===== config.mk =====
export PLATFORM = sky130hd
export DESIGN_NAME = circling_wind_estimator_core
export DESIGN_NICKNAME = d
export VERILOG_FILES = /design/src/rtl/core/cwe_pkg.sv /design/src/rtl/core/cwe_ctrl.sv /design/src/rtl/core/cwe_datapath.sv /design/src/rtl/core/circling_wind_estimator_core.sv
export SDC_FILE = /design/constraint.sdc
export NUM_CORES = 2
export LEC_CHECK = 0
export CAP_MARGIN = 20
export CORE_MARGIN = 4
export CORE_UTILIZATION = 60
export DETAILED_ROUTE_END_ITERATION = 7
export DONT_BUFFER_PORTS = 1
export PLACE_DENSITY = 0.76
export RECOVER_POWER = 100
export SETUP_SLACK_MARGIN = 0.02
export SLEW_MARGIN = 20
export SYNTH_ARGS = -nofsm -noshare
export SYNTH_HDL_FRONTEND = slang
export SYNTH_SLANG_ARGS = --single-unit

===== constraint.sdc =====
create_clock -name clk -period 16.1 [get_ports clk]
set_clock_uncertainty 0.1 [all_clocks]
set_input_delay 1.61 -clock clk [delete_from_list [all_inputs] [get_ports clk]]
set_output_delay 1.61 -clock clk [all_outputs]
set_load 0.005 [all_outputs]

===== src/rtl/core/cwe_pkg.sv =====
// Shared constants, types and fixed-point helpers of the circling wind estimator.
`timescale 1ns / 1ps
package cwe_pkg;

  localparam int SECTORS   = 8;
  localparam int IDX_W     = $clog2(SECTORS);
  localparam int SECTOR_W  = 360 / SECTORS;
  localparam int HALF_S    = SECTORS / 2;

  localparam int KNOTS_W   = 16;
  localparam int HEAD_W    = 16;
  localparam int TIME_W    = 32;
  localparam int SPEED_W   = 16;
  localparam int WIND_W    = 15;
  localparam int CNT_W     = 8;

  localparam int IN_TDATA_W  = 64;
  localparam int OUT_TDATA_W = 80;

  // speed_cms = (knots * 1852 + 1800) / 3600, the /3600 done as >>4 then /225
  localparam int SPD_MUL_W  = 11;
  localparam int SPD_PROD_W = 27;
  localparam logic [SPD_MUL_W-1:0] SPD_MUL   = 11'd1852;
  localparam logic [SPD_PROD_W-1:0] SPD_ROUND = 27'd1800;
  localparam int SPD_RECIP_W = 24;
  localparam int SPD_SHIFT   = 31;
  localparam logic [SPD_RECIP_W-1:0] SPD_RECIP = 24'd9544372;   // ceil(2^31 / 225)
  localparam int SPD_Q_W     = SPD_PROD_W - 4 + SPD_RECIP_W;

  // deg = cdeg / 100, done as >>2 then /25
  localparam int DEG_RECIP_W = 15;
  localparam int DEG_SHIFT   = 19;
  localparam logic [DEG_RECIP_W-1:0] DEG_RECIP = 15'd20972;     // ceil(2^19 / 25)
  localparam int DEG_PROD_W  = HEAD_W - 2 + DEG_RECIP_W;
  localparam int DEG_W       = 10;

  // sector = wrapped_deg / SECTOR_W
  localparam int WRAP_W      = 9;
  localparam int SEC_SHIFT   = 16;
  localparam int SEC_RECIP_W = 17;
  localparam logic [SEC_RECIP_W-1:0] SEC_RECIP =
    SEC_RECIP_W'((2 ** SEC_SHIFT + SECTOR_W - 1) / SECTOR_W);
  localparam int SEC_PROD_W  = WRAP_W + SEC_RECIP_W;
  localparam int SEC_RAW_W   = SEC_PROD_W - SEC_SHIFT;

  localparam logic signed [CNT_W-1:0] CNT_MAX  = 8'sd127;
  localparam logic signed [CNT_W-1:0] CNT_MIN  = -8'sd127;
  localparam logic signed [CNT_W-1:0] CNT_SECT = CNT_W'(SECTORS);

  typedef enum logic [3:0] {
    ST_IDLE,
    ST_MUL1,
    ST_MUL2,
    ST_MUL3,
    ST_STEP,
    ST_CHECK,
    ST_SCAN,
    ST_SCAN_END,
    ST_FETCH_ADDR,
    ST_FETCH_DATA,
    ST_DONE
  } cwe_state_t;

  typedef struct packed {
    logic load;
    logic mul1;
    logic mul2;
    logic mul3;
    logic step;
    logic scan_clr;
    logic scan_rd;
    logic fetch_rd;
    logic fetch_latch;
    logic emit;
  } cwe_cmd_t;

  typedef struct packed {
    logic scan_needed;
    logic scan_last;
    logic out_busy;
  } cwe_status_t;

endpackage


===== src/rtl/core/cwe_ctrl.sv =====
// Sequencer that steps one fix through conversion, sector update, scan (when needed) and output.
`timescale 1ns / 1ps
module cwe_ctrl (
  input  logic                 clk,
  input  logic                 rst_n,
  input  logic                 in_tvalid,
  output logic                 in_tready,
  input  cwe_pkg::cwe_status_t status,
  output cwe_pkg::cwe_cmd_t    cmd
);
  import cwe_pkg::*;

  cwe_state_t state_r, state_nxt;

  always_ff @(posedge clk) begin
    if (!rst_n) begin
      state_r <= ST_IDLE;
    end else begin
      state_r <= state_nxt;
    end
  end

  always_comb begin
    state_nxt = state_r;
    unique case (state_r)
      ST_IDLE:       if (in_tvalid) state_nxt = ST_MUL1;
      ST_MUL1:       state_nxt = ST_MUL2;
      ST_MUL2:       state_nxt = ST_MUL3;
      ST_MUL3:       state_nxt = ST_STEP;
      ST_STEP:       state_nxt = ST_CHECK;
      ST_CHECK:      state_nxt = status.scan_needed ? ST_SCAN : ST_DONE;
      ST_SCAN:       if (status.scan_last) state_nxt = ST_SCAN_END;
      ST_SCAN_END:   state_nxt = ST_FETCH_ADDR;
      ST_FETCH_ADDR: state_nxt = ST_FETCH_DATA;
      ST_FETCH_DATA: state_nxt = ST_DONE;
      ST_DONE:       if (!status.out_busy) state_nxt = ST_IDLE;
      default:       state_nxt = ST_IDLE;
    endcase
  end

  always_comb begin
    cmd         = '0;
    in_tready   = 1'b0;
    unique case (state_r)
      ST_IDLE: begin
        in_tready = 1'b1;
        cmd.load  = in_tvalid;
      end
      ST_MUL1:       cmd.mul1        = 1'b1;
      ST_MUL2:       cmd.mul2        = 1'b1;
      ST_MUL3:       cmd.mul3        = 1'b1;
      ST_STEP:       cmd.step        = 1'b1;
      ST_CHECK:      cmd.scan_clr    = 1'b1;
      ST_SCAN:       cmd.scan_rd     = 1'b1;
      ST_SCAN_END:   cmd             = '0;
      ST_FETCH_ADDR: cmd.fetch_rd    = 1'b1;
      ST_FETCH_DATA: cmd.fetch_latch = 1'b1;
      ST_DONE:       cmd.emit        = !status.out_busy;
      default:       cmd             = '0;
    endcase
  end

endmodule


===== src/rtl/core/cwe_datapath.sv =====
// Fixed-point conversion, sector store, run counter, min/max scan and output register.
`timescale 1ns / 1ps
module cwe_datapath (
  input  logic                              clk,
  input  logic                              rst_n,
  input  cwe_pkg::cwe_cmd_t                 cmd,
  output cwe_pkg::cwe_status_t              status,
  input  logic [cwe_pkg::IN_TDATA_W-1:0]    in_tdata,
  output logic                              out_tvalid,
  input  logic                              out_tready,
  output logic [cwe_pkg::OUT_TDATA_W-1:0]   out_tdata
);
  import cwe_pkg::*;

  // latched fix
  logic [KNOTS_W-1:0]     knots_r;
  logic [HEAD_W-1:0]      heading_r;
  logic [TIME_W-1:0]      time_r;

  // conversion pipeline
  logic [SPD_PROD_W-1:0]  spd_prod_r;
  logic [DEG_PROD_W-1:0]  deg_prod_r;
  logic [SPD_Q_W-1:0]     spd_q_r;
  logic [WRAP_W-1:0]      wrap_r;
  logic [IDX_W-1:0]       sector_r;

  logic [DEG_W:0]         deg_half;
  logic [SEC_PROD_W-1:0]  sec_prod;
  logic [SEC_RAW_W-1:0]   sec_raw;
  logic [SPEED_W-1:0]     speed_cms;

  // run counter
  logic signed [CNT_W-1:0] count_r, count_nxt;
  logic [IDX_W-1:0]        prev_r;
  logic [IDX_W-1:0]        after_prev, after_sector;

  // sector store: {heading, speed} per sector
  logic [HEAD_W+SPEED_W-1:0] mem [SECTORS];
  logic [SECTORS-1:0]        valid_r;
  logic [HEAD_W+SPEED_W-1:0] rd_data_r;
  logic                      rd_ok_r;
  logic [IDX_W-1:0]          rd_addr;
  logic [SPEED_W-1:0]        rd_speed;
  logic [HEAD_W-1:0]         rd_head;

  // scan
  logic [IDX_W-1:0]       idx_r;
  logic [IDX_W-1:0]       cmp_idx_r;
  logic                   cmp_pend_r;
  logic [SPEED_W-1:0]     min_v_r, max_v_r;
  logic [IDX_W-1:0]       imin_r, imax_r;
  logic [IDX_W-1:0]       idx_diff;
  logic [IDX_W:0]         diff_ext;
  logic                   opposite;
  logic [SPEED_W-1:0]     span;

  // estimate
  logic [WIND_W-1:0]      est_speed_r;
  logic [HEAD_W-1:0]      est_dir_r;
  logic                   est_valid_r;
  logic [TIME_W-1:0]      est_time_r;
  logic                   updated_r;

  // output register
  logic                   out_valid_r;
  logic [WIND_W-1:0]      o_speed_r;
  logic [HEAD_W-1:0]      o_dir_r;
  logic                   o_valid_r;
  logic                   o_updated_r;
  logic [TIME_W-1:0]      o_time_r;
  logic [CNT_W-1:0]       o_count_r;

  // ---------------- conversion ----------------
  assign deg_half  = (DEG_W + 1)'(deg_prod_r[DEG_PROD_W-1:DEG_SHIFT]) +
                     (DEG_W + 1)'(SECTOR_W / 2);
  assign sec_prod  = SEC_PROD_W'(wrap_r) * SEC_PROD_W'(SEC_RECIP);
  assign sec_raw   = sec_prod[SEC_PROD_W-1:SEC_SHIFT];
  assign speed_cms = spd_q_r[SPD_SHIFT +: SPEED_W];

  always_ff @(posedge clk) begin
    if (cmd.load) begin
      knots_r   <= in_tdata[15:0];
      heading_r <= in_tdata[31:16];
      time_r    <= in_tdata[63:32];
    end
    if (cmd.mul1) begin
      spd_prod_r <= SPD_PROD_W'(knots_r) * SPD_PROD_W'(SPD_MUL) + SPD_ROUND;
      deg_prod_r <= DEG_PROD_W'(heading_r[HEAD_W-1:2]) * DEG_PROD_W'(DEG_RECIP);
    end
    if (cmd.mul2) begin
      spd_q_r <= SPD_Q_W'(spd_prod_r[SPD_PROD_W-1:4]) * SPD_Q_W'(SPD_RECIP);
      // deg + W/2 stays below 720, so one subtract folds it mod 360
      wrap_r  <= (deg_half >= (DEG_W + 1)'(360)) ? WRAP_W'(deg_half - (DEG_W + 1)'(360))
                                                  : WRAP_W'(deg_half);
    end
    if (cmd.mul3) begin
      // last sector absorbs the leftover when SECTORS does not divide 360
      sector_r <= (sec_raw > SEC_RAW_W'(SECTORS - 1)) ? IDX_W'(SECTORS - 1)
                                                      : IDX_W'(sec_raw);
    end
  end

  // ---------------- run counter ----------------
  assign after_prev   = (prev_r   == IDX_W'(SECTORS - 1)) ? '0 : prev_r + 1'b1;
  assign after_sector = (sector_r == IDX_W'(SECTORS - 1)) ? '0 : sector_r + 1'b1;

  always_comb begin
    count_nxt = count_r;
    priority if (sector_r == after_prev) begin
      if (!count_r[CNT_W-1]) begin
        if (count_r < CNT_MAX) count_nxt = count_r + 8'sd1;
      end else begin
        count_nxt = '0;
      end
    end else if (prev_r == after_sector) begin
      if (count_r <= 8'sd0) begin
        if (count_r > CNT_MIN) count_nxt = count_r - 8'sd1;
      end else begin
        count_nxt = '0;
      end
    end else if (prev_r != sector_r) begin
      count_nxt = '0;
    end
  end

  always_ff @(posedge clk) begin
    if (!rst_n) begin
      count_r <= '0;
      prev_r  <= '0;
    end else if (cmd.step) begin
      count_r <= count_nxt;
      prev_r  <= sector_r;
    end
  end

  // ---------------- sector store ----------------
  assign rd_addr  = cmd.fetch_rd ? imin_r : idx_r;
  assign rd_speed = rd_ok_r ? rd_data_r[SPEED_W-1:0] : '0;
  assign rd_head  = rd_ok_r ? rd_data_r[HEAD_W+SPEED_W-1:SPEED_W] : '0;

  always_ff @(posedge clk) begin
    if (cmd.step) mem[sector_r] <= {heading_r, speed_cms};
    if (cmd.scan_rd || cmd.fetch_rd) rd_data_r <= mem[rd_addr];
  end

  always_ff @(posedge clk) begin
    if (!rst_n) begin
      valid_r <= '0;
      rd_ok_r <= 1'b0;
    end else begin
      if (cmd.step) valid_r[sector_r] <= 1'b1;
      if (cmd.scan_rd || cmd.fetch_rd) rd_ok_r <= valid_r[rd_addr];
    end
  end

  // ---------------- min/max scan ----------------
  always_ff @(posedge clk) begin
    if (!rst_n) begin
      idx_r      <= '0;
      cmp_pend_r <= 1'b0;
    end else begin
      if (cmd.scan_clr) idx_r <= '0;
      else if (cmd.scan_rd) idx_r <= idx_r + 1'b1;
      cmp_pend_r <= cmd.scan_rd;
    end
  end

  always_ff @(posedge clk) begin
    if (cmd.scan_rd) cmp_idx_r <= idx_r;
    if (cmp_pend_r) begin
      if (cmp_idx_r == '0) begin
        min_v_r <= rd_speed;
        max_v_r <= rd_speed;
        imin_r  <= '0;
        imax_r  <= '0;
      end else begin
        // strict compares keep the lowest index on ties
        if (rd_speed > max_v_r) begin
          max_v_r <= rd_speed;
          imax_r  <= cmp_idx_r;
        end
        if (rd_speed < min_v_r) begin
          min_v_r <= rd_speed;
          imin_r  <= cmp_idx_r;
        end
      end
    end
  end

  assign idx_diff = (imax_r > imin_r) ? imax_r - imin_r : imin_r - imax_r;
  assign diff_ext = {1'b0, idx_diff};
  assign opposite = (diff_ext + 1'b1 >= (IDX_W + 1)'(HALF_S)) &&
                    (diff_ext <= (IDX_W + 1)'(HALF_S + 1));
  assign span     = max_v_r - min_v_r;

  // ---------------- estimate ----------------
  always_ff @(posedge clk) begin
    if (!rst_n) begin
      est_speed_r <= '0;
      est_dir_r   <= '0;
      est_valid_r <= 1'b0;
      est_time_r  <= '0;
      updated_r   <= 1'b0;
    end else begin
      if (cmd.load) updated_r <= 1'b0;
      if (cmd.fetch_latch && opposite) begin
        est_speed_r <= span[SPEED_W-1:1];
        est_dir_r   <= rd_head;
        est_valid_r <= 1'b1;
        est_time_r  <= time_r;
        updated_r   <= 1'b1;
      end
    end
  end

  // ---------------- output register ----------------
  always_ff @(posedge clk) begin
    if (!rst_n) begin
      out_valid_r <= 1'b0;
    end else if (cmd.emit) begin
      out_valid_r <= 1'b1;
    end else if (out_tready) begin
      out_valid_r <= 1'b0;
    end
  end

  always_ff @(posedge clk) begin
    if (cmd.emit) begin
      o_speed_r   <= est_speed_r;
      o_dir_r     <= est_dir_r;
      o_valid_r   <= est_valid_r;
      o_updated_r <= updated_r;
      o_time_r    <= est_time_r;
      o_count_r   <= count_r;
    end
  end

  assign out_tvalid = out_valid_r;
  assign out_tdata  = {7'd0, o_count_r, o_time_r, o_updated_r, o_valid_r, o_dir_r, o_speed_r};

  assign status.scan_needed = (count_r >= CNT_SECT) || (count_r <= -CNT_SECT);
  assign status.scan_last   = (idx_r == IDX_W'(SECTORS - 1));
  assign status.out_busy    = out_valid_r && !out_tready;

`ifndef SYNTHESIS
  a_emit_sets_valid: assert property (@(posedge clk) disable iff (!rst_n)
    cmd.emit |=> out_valid_r)
    else $error("beat not presented after emit");

  a_no_emit_over_busy: assert property (@(posedge clk) disable iff (!rst_n)
    cmd.emit |-> !(out_valid_r && !out_tready))
    else $error("output register overwritten while stalled");

  a_estimate_sticky: assert property (@(posedge clk) disable iff (!rst_n)
    est_valid_r |=> est_valid_r)
    else $error("estimate valid dropped");

  a_count_range: assert property (@(posedge clk) disable iff (!rst_n)
    cmd.step |=> (count_r != $past(count_r) || count_r != -8'sd128) && count_r != -8'sd128)
    else $error("run counter left its range");

  a_updated_has_valid: assert property (@(posedge clk) disable iff (!rst_n)
    updated_r |-> est_valid_r)
    else $error("update flagged without an estimate");
`endif

endmodule


===== src/rtl/core/circling_wind_estimator_core.sv =====
// Top level of the circling wind estimator: sequencer plus datapath.
//
// Usage:
//   in_*  : one GPS fix per beat; accepted when in_tvalid and in_tready are high.
//   out_* : exactly one result beat per fix, in fix order.
//   After accept a fix steps through MUL1, MUL2, MUL3, STEP and CHECK. With no
//   scan due CHECK goes to DONE; when the run counter magnitude has reached
//   SECTORS it runs the scan, then SCAN_END, FETCH_ADDR and FETCH_DATA before DONE.
//   DONE emits the result once the output register is free. The scan reads the
//   sector store one entry per cycle through its single read port. The sequencer
//   takes one fix at a time; in_tready is high only while the sequencer is idle.
//   The result sits in an output register, so the next fix is accepted while a
//   result waits; if out_tready stays low the sequencer holds its next result
//   in the datapath until the register frees up.
//   Reset (rst_n low, synchronous) clears the sector store valid bits, the run
//   counter, the previous sector and the latched estimate; stored sectors read
//   as zero until written.
`timescale 1ns / 1ps
module circling_wind_estimator_core (
  input  logic                             clk,
  input  logic                             rst_n,
  input  logic                             in_tvalid,
  output logic                             in_tready,
  // [15:0] ground_speed_knots, [31:16] heading_cdeg, [63:32] time_ms
  input  logic [cwe_pkg::IN_TDATA_W-1:0]   in_tdata,
  output logic                             out_tvalid,
  input  logic                             out_tready,
  // [14:0] wind_speed_cms, [30:15] wind_dir_cdeg, [31] wind_valid,
  // [32] wind_updated, [64:33] valid_since_ms, [72:65] circle_count, [79:73] zero
  output logic [cwe_pkg::OUT_TDATA_W-1:0]  out_tdata
);
  import cwe_pkg::*;

  cwe_cmd_t    cmd;
  cwe_status_t status;

  cwe_ctrl u_ctrl (
    .clk       (clk),
    .rst_n     (rst_n),
    .in_tvalid (in_tvalid),
    .in_tready (in_tready),
    .status    (status),
    .cmd       (cmd)
  );

  cwe_datapath u_datapath (
    .clk        (clk),
    .rst_n      (rst_n),
    .cmd        (cmd),
    .status     (status),
    .in_tdata   (in_tdata),
    .out_tvalid (out_tvalid),
    .out_tready (out_tready),
    .out_tdata  (out_tdata)
  );

endmodule

Word-level counts from Yosys, hierarchy flattened:

Memories as Yosys holds them, arrays and structs flattened. A register that Yosys moved wholly into a read port is not among the register bits.
Index checks and enable logic that the tools add are counted.

* $add $sub $neg: 12
* bitwise operators: 2
* order comparisons: 15
* reductions and logical operators: 21
* equality and inequality tests: 21
* mux-type cells: 46
* multipliers: 4

Operator list (count)
* 2-to-1 mux 16 bit: 6
* 2-to-1 mux 8 bit: 7
* multiplier 23 x 22 -> 45 bit, second input constant: 1
* one-hot mux 4 bit (11 select lines): 1
* adder 27 x 11 -> 27 bit, second input constant: 1
* multiplier 14 x 13 -> 27 bit, second input constant: 1
* multiplier 16 x 9 -> 25 bit, second input constant: 1
* multiplier 9 x 11 -> 20 bit, second input constant: 1
* 2-to-1 mux 1 bit: 19
* 2-to-1 mux 3 bit: 6
* == test 4 x 3 -> 1 bit, second input constant: 4
* greater-than comparator 16 bit: 1
* < comparator 16 bit: 1
* 2-to-1 mux 4 bit: 4
* subtractor 16 bit: 1
* == test 4 bit, second input constant: 3
* adder 10 x 5 -> 11 bit, second input constant: 1
* >= comparator 11 x 9 -> 1 bit, second input constant: 1
* adder 3 x 1 -> 3 bit, second input constant: 3
* == test 3 bit, second input constant: 3
* 2-to-1 mux 9 bit: 1
* subtractor 9 bit, second input constant: 1
* adder 8 x 2 -> 8 bit, second input constant: 1
* == test 4 x 2 -> 1 bit, second input constant: 2
* 35 further kinds: 50

* bits in registers: 383
* word-level logic and storage cells: 155
* memories: 1
* output and inout port bits: 82
* RAM bits: 256
* input port bits: 68

Memories
* u_datapath.mem: words 8, bits a word 32, rd ports 1, clocked after Yosys merged registers in 1, wr ports 1, RTL line cwe_datapath.sv:38 `logic [HEAD_W+SPEED_W-1:0] mem [SECTORS];`

Depth between registers and ports, before layout:

* word-level depth: 7
* gate-level depth with buffers: 24
* depth with buffers taken out: 24

Modules after synthesis:

Synthesis repeated with hierarchy kept, for this count alone.

* cells, all modules: 3093
* area, all modules: 39462.8 µm²

Modules (own cells, without submodules)
* cwe_datapath: instances 1, area each 39118.8 µm², cells each 3045
* cwe_ctrl: instances 1, area each 344.1 µm², cells each 48

Worst setup path after synthesis:

No wires, ideal clock.

* path type: flip-flop to flip-flop
* from: register u_datapath.spd_prod_r[16]
* to: register u_datapath.spd_q_r[44] (data pin)
* cell stages (with the launch flop): 23
* period minus slack after synthesis: 6257 ps
* data required time: 15742 ps
* setup slack: 9843 ps
* setup time: 258 ps
* arrival: 5899 ps
* path through: edfxtp_1 ha_1 fa_1 ha_1 inv_1 fa_1 inv_1 fa_1 fa_1 inv_1 fa_1 inv_1 ha_1 a21o_1 a211o_1 a21oi_1 a31oi_1 o211ai_1 a21oi_1 or3_1 o31a_1 a21oi_1 xnor2_1

* word-level cells in the longest chain between the ends: 1

Ends and longest elaborated chain
* from (decl): RTL line cwe_datapath.sv:21 `logic [SPD_PROD_W-1:0] spd_prod_r;`
* from (signal assigned): RTL line cwe_datapath.sv:87 `spd_prod_r <= SPD_PROD_W'(knots_r) * SPD_PROD_W'(SPD_MUL) + SPD_ROUND;`
* multiplier 23 x 22 -> 45 bit: RTL line cwe_datapath.sv:91 `spd_q_r <= SPD_Q_W'(spd_prod_r[SPD_PROD_W-1:4]) * SPD_Q_W'(SPD_RECIP);`
* to (signal assigned): RTL line cwe_datapath.sv:91
* to (decl): RTL line cwe_datapath.sv:23 `logic [SPD_Q_W-1:0] spd_q_r;`

Every way passes these cells.
A chain may end at the register's enable or synchronous reset.

Worst setup path in the final report:

* from: register u_ctrl.state_r[1]
* to: register u_datapath.rd_data_r[17], read port of u_datapath.mem (data pin)

* word-level cells in the longest chain between the ends: 3

Ends and longest elaborated chain
* from (decl): RTL line cwe_ctrl.sv:13 `cwe_state_t state_r, state_nxt;`
* from (signal assigned): RTL line cwe_ctrl.sv:19 `state_r <= state_nxt;`
* == test 4 bit or == test 4 x 3 -> 1 bit (tied branches): RTL line cwe_ctrl.sv:44 `unique case (state_r)`
* 2-to-1 mux 1 bit: RTL line cwe_ctrl.sv:44
* 2-to-1 mux 3 bit or logical OR 1 bit (tied branches): RTL line cwe_datapath.sv:137, cwe_datapath.sv:143
* to (decl): RTL line cwe_datapath.sv:40 `logic [HEAD_W+SPEED_W-1:0] rd_data_r;`

Parallel ways exist; a longest one is shown, timed or not.

==> out/metrics.csv <==
stage,metric,value,unit
clock_tree,tritoncts,done,
route,viasPerCell,5.55,
critical_path,crit_family,buffers and inverters,
cells_and_area,final_area,42800,um2
sta,fmax,0.145,GHz
global_route,grt-busiest-layer,met2,
sta,max_slew.worst_pin.slew,4450,ps
global_route,grtUsageMet2,0.380,
synthesis,synth-async-reset-ratio,0,
critical_path,worstPathRequired,16330,ps
global_route,grt_pass1_wl,129,mm
clock_tree,cts_root_buffer,clkbuf_16,
synthesis,avgSynthCellArea,11.5,um2
global_route,grt_remaining_overflow,0,
global_route,grt_pass1_vias,25100,
run_status,outcome,"complete, but fails checks",
global_route,use_met1,0.312,
critical_path,cp_max_fo,56,
critical_path,critPathMaxStageDelay,2080,ps
global_route,grtUsageMet3,0.0375,
cells_and_area,final_cell_mix,"583 x inv_1, 527 x edfxtp_1, 487 x ha_1",
floorplanning,io_pins,150,
sta,finalCriticalPeriod,6890,ps
sta,final_hold_viol_count,0,
sta,timing.final.max_slew_violations,712,
critical_path,path_cells,"nor2_1, nand2_1, nor2_1, mux2i_4, clkbuf_1, clkbuf_1, nand2_1, nand3_1, nand2_1, o21ai_0",
sta,rsz0062_at_grt,false,
sta,fin_tns_setup,0,ps
sta,finalSetupViolations,0,
route,drc,0,
floorplanning,start_util,0.605,
global_route,grt_max_degree,92,
placed_design,placed_area,40800,um2
route,postRouteWirelength,78.5,mm
clock_tree,clock-sinks,621,
sta,min_period_over_period,0.428,
synthesis,synth-seq-area-share,0.445,
synthesis,yosys_warnings,0,
clock_tree,cts_setup_buffers,0,
placed_design,dp_slack,9230,ps
cells_and_area,drive_above_1_share,0.0398,
floorplanning,fp-row-count,94,
critical_path,arrival,7110,ps
clock_tree,postCtsHoldBufs,0,
cells_and_area,synthToLayoutAreaGrowth,7.68,%
critical_path,cpMostUsedCell,nand2_1,
synthesis,netlist_instances,3461,
route,drt-initial-drc-count,1518,
clock_tree,cts_buffers,66,
floorplanning,core-area,65700,um2
clock_tree,cts.repair.resized,0,
synthesis,ys_seq_elements,621,
synthesis,synthDistinctLibCells,81,
floorplanning,dieArea,70500,um2
placed_design,port_buffers,0,
floorplanning,die_w,265,um
synthesis,syn_area,39800,um2
clock_tree,clk_latency,630,ps
critical_path,critPathLaunchType,flop,
sta,slew_headroom,-1.97,
cells_and_area,fill_cells,4873,
clock_tree,clkTransAtPathRegs,60,ps
route,vias,24300,
sta,fin_ws,9210,ps
route,first_pass_iters,6,
floorplanning,die_h,265,um
route,antenna_left,0,
clock_tree,cts_buffer_depth,3,
placed_design,dp_hpwl,56.2,mm
critical_path,slowest_stage,clkbuf_1,
global_route,grtUsageTotal,0.227,
run,maxCapViolations,22,
critical_path,crit_buf_inv,2,
cells_and_area,diodes,0,
cells_and_area,nets,4303,
synthesis,synth_edf_count,527,
critical_path,worstSetupPathType,reg2reg,
cells_and_area,final_common_cell,inv_1,
placed_design,gp_congestion,0.903,
clock_tree,htreeDepth,3,
route,wl_per_cell,17.9,um
synthesis,ys.flop_type,edfxtp_1,
run_status,violations,"max-capacitance violations, max-slew violations",
global_route,antenna_found_initial,2,
min_path,hold_class,reg2reg,
critical_path,cp-end-kind,flop,
[synthesized netlist by cell type (5+ instances only)]
cell / n / area [um2]
nand2_1: 353 / 1330
buf_2: 6 / 30.0
o21ai_0: 88 / 440
buf_1: 10 / 37.5
buf_4: 9 / 67.6
nand3_1: 201 / 1010
o21bai_1: 8 / 60.1
a211oi_1: 17 / 128
o21a_1: 22 / 165
or2_2: 5 / 31.3
mux2i_1: 61 / 611
a211o_1: 5 / 43.8
inv_1: 583 / 2190
nor3_1: 36 / 180
nor4_1: 5 / 31.3
a31oi_1: 5 / 31.3
a21oi_1: 109 / 546
a221oi_1: 5 / 43.8
edfxtp_1: 527 / 15800
ha_1: 487 / 6090
xnor2_1: 56 / 490
xor2_1: 37 / 324
clkbuf_1: 70 / 263
fa_1: 282 / 5650
nand3b_1: 5 / 37.5
a21o_1: 27 / 203
nor2_1: 154 / 578
and2_1: 19 / 119
o31ai_1: 7 / 52.6
and3_1: 5 / 31.3
or3_1: 6 / 37.5
nand4_1: 14 / 87.6
nor2b_1: 26 / 163
dfxtp_1: 94 / 1880
nand2b_1: 42 / 263
[worst reg2reg max path, stage by stage, from the launching register on]
cell and delay (ps):
dfxtp_1 470, nor2_1 230, nand2_1 180, nor2_1 720, mux2i_4 340, clkbuf_1 1580
clkbuf_1 2080, nand2_1 160, nand3_1 190, nand2_1 70, o21ai_0 490
[final cells by class]
| cell class | instances | area, um2 | share of cell area |
|---|---|---|---|
| Multi-Input combinational cell | 2167 | 19500 | 0.456 |
| Sequential cell | 621 | 17700 | 0.413 |
| Inverter | 584 | 2190 | 0.0512 |
| Clock buffer | 86 | 1800 | 0.0420 |
| Tap cell | 864 | 1080 | 0.0252 |
| Clock inverter | 33 | 389 | 0.00908 |
| Timing Repair Buffer | 26 | 124 | 0.00289 |
[cells by family after synthesis]
kind of cell | after synthesis | share of synthesized area
buffers and inverters | 679 | 0.0651
adders and majority gates | 769 | 0.295
AOI/OAI and AO/OA | 340 | 0.0539
other | 1 | 0.0000943
and+or+nand+nor | 893 | 0.104
muxes | 63 | 0.0159
xor gates and xnor gates | 95 | 0.0213
DFF | 621 | 0.445
[layer usage]
metal,vias to the layer above,part of all wire
met4,4,0.025
met5,-,0.00034
met1,11800,0.44
li1,11700,-
met3,147,0.055
met2,636,0.48
[flip-flops by register name, indices dropped and copies added, names as in the netlist, 10 cells and up]
register,cells
u_datapath.est_speed_r,15
u_datapath.heading_r,16
u_datapath.o_dir_r,16
u_datapath.mem,256
u_datapath.deg_prod_r,10
u_datapath.est_time_r,32
u_datapath.spd_prod_r,23
u_datapath.max_v_r,16
u_datapath.est_dir_r,16
u_datapath.o_time_r,32
u_datapath.spd_q_r,16
u_datapath.knots_r,16
u_datapath.rd_data_r,32
u_datapath.o_speed_r,15
u_datapath.min_v_r,16
u_datapath.time_r,32
[final timing paths]
check             cells after the start                       end  slack, ps                     start
hold reg to reg                       0    u_datapath.o_time_r[6]        310  u_datapath.est_time_r[6]
setup reg to reg                     10  u_datapath.rd_data_r[17]       9210         u_ctrl.state_r[1]
setup / recovery                     10  u_datapath.rd_data_r[17]       9210         u_ctrl.state_r[1]
hold / removal                        0    u_datapath.o_time_r[6]        310  u_datapath.est_time_r[6]
[stage by stage]
stage,hold WS [ps],cells,utilization
2_1_floorplan,306,3467,-
3_3_place_gp,311,4262,0.621
4_1_cts,311,4381,0.654
3_5_place_dp,315,4262,0.621
6_report,314,4381,0.652
5_1_grt,329,4381,0.652
Power is left out: the tool's default activity adds up to more than one toggle a clock period on the data nets, which glitch-free logic cannot reach.
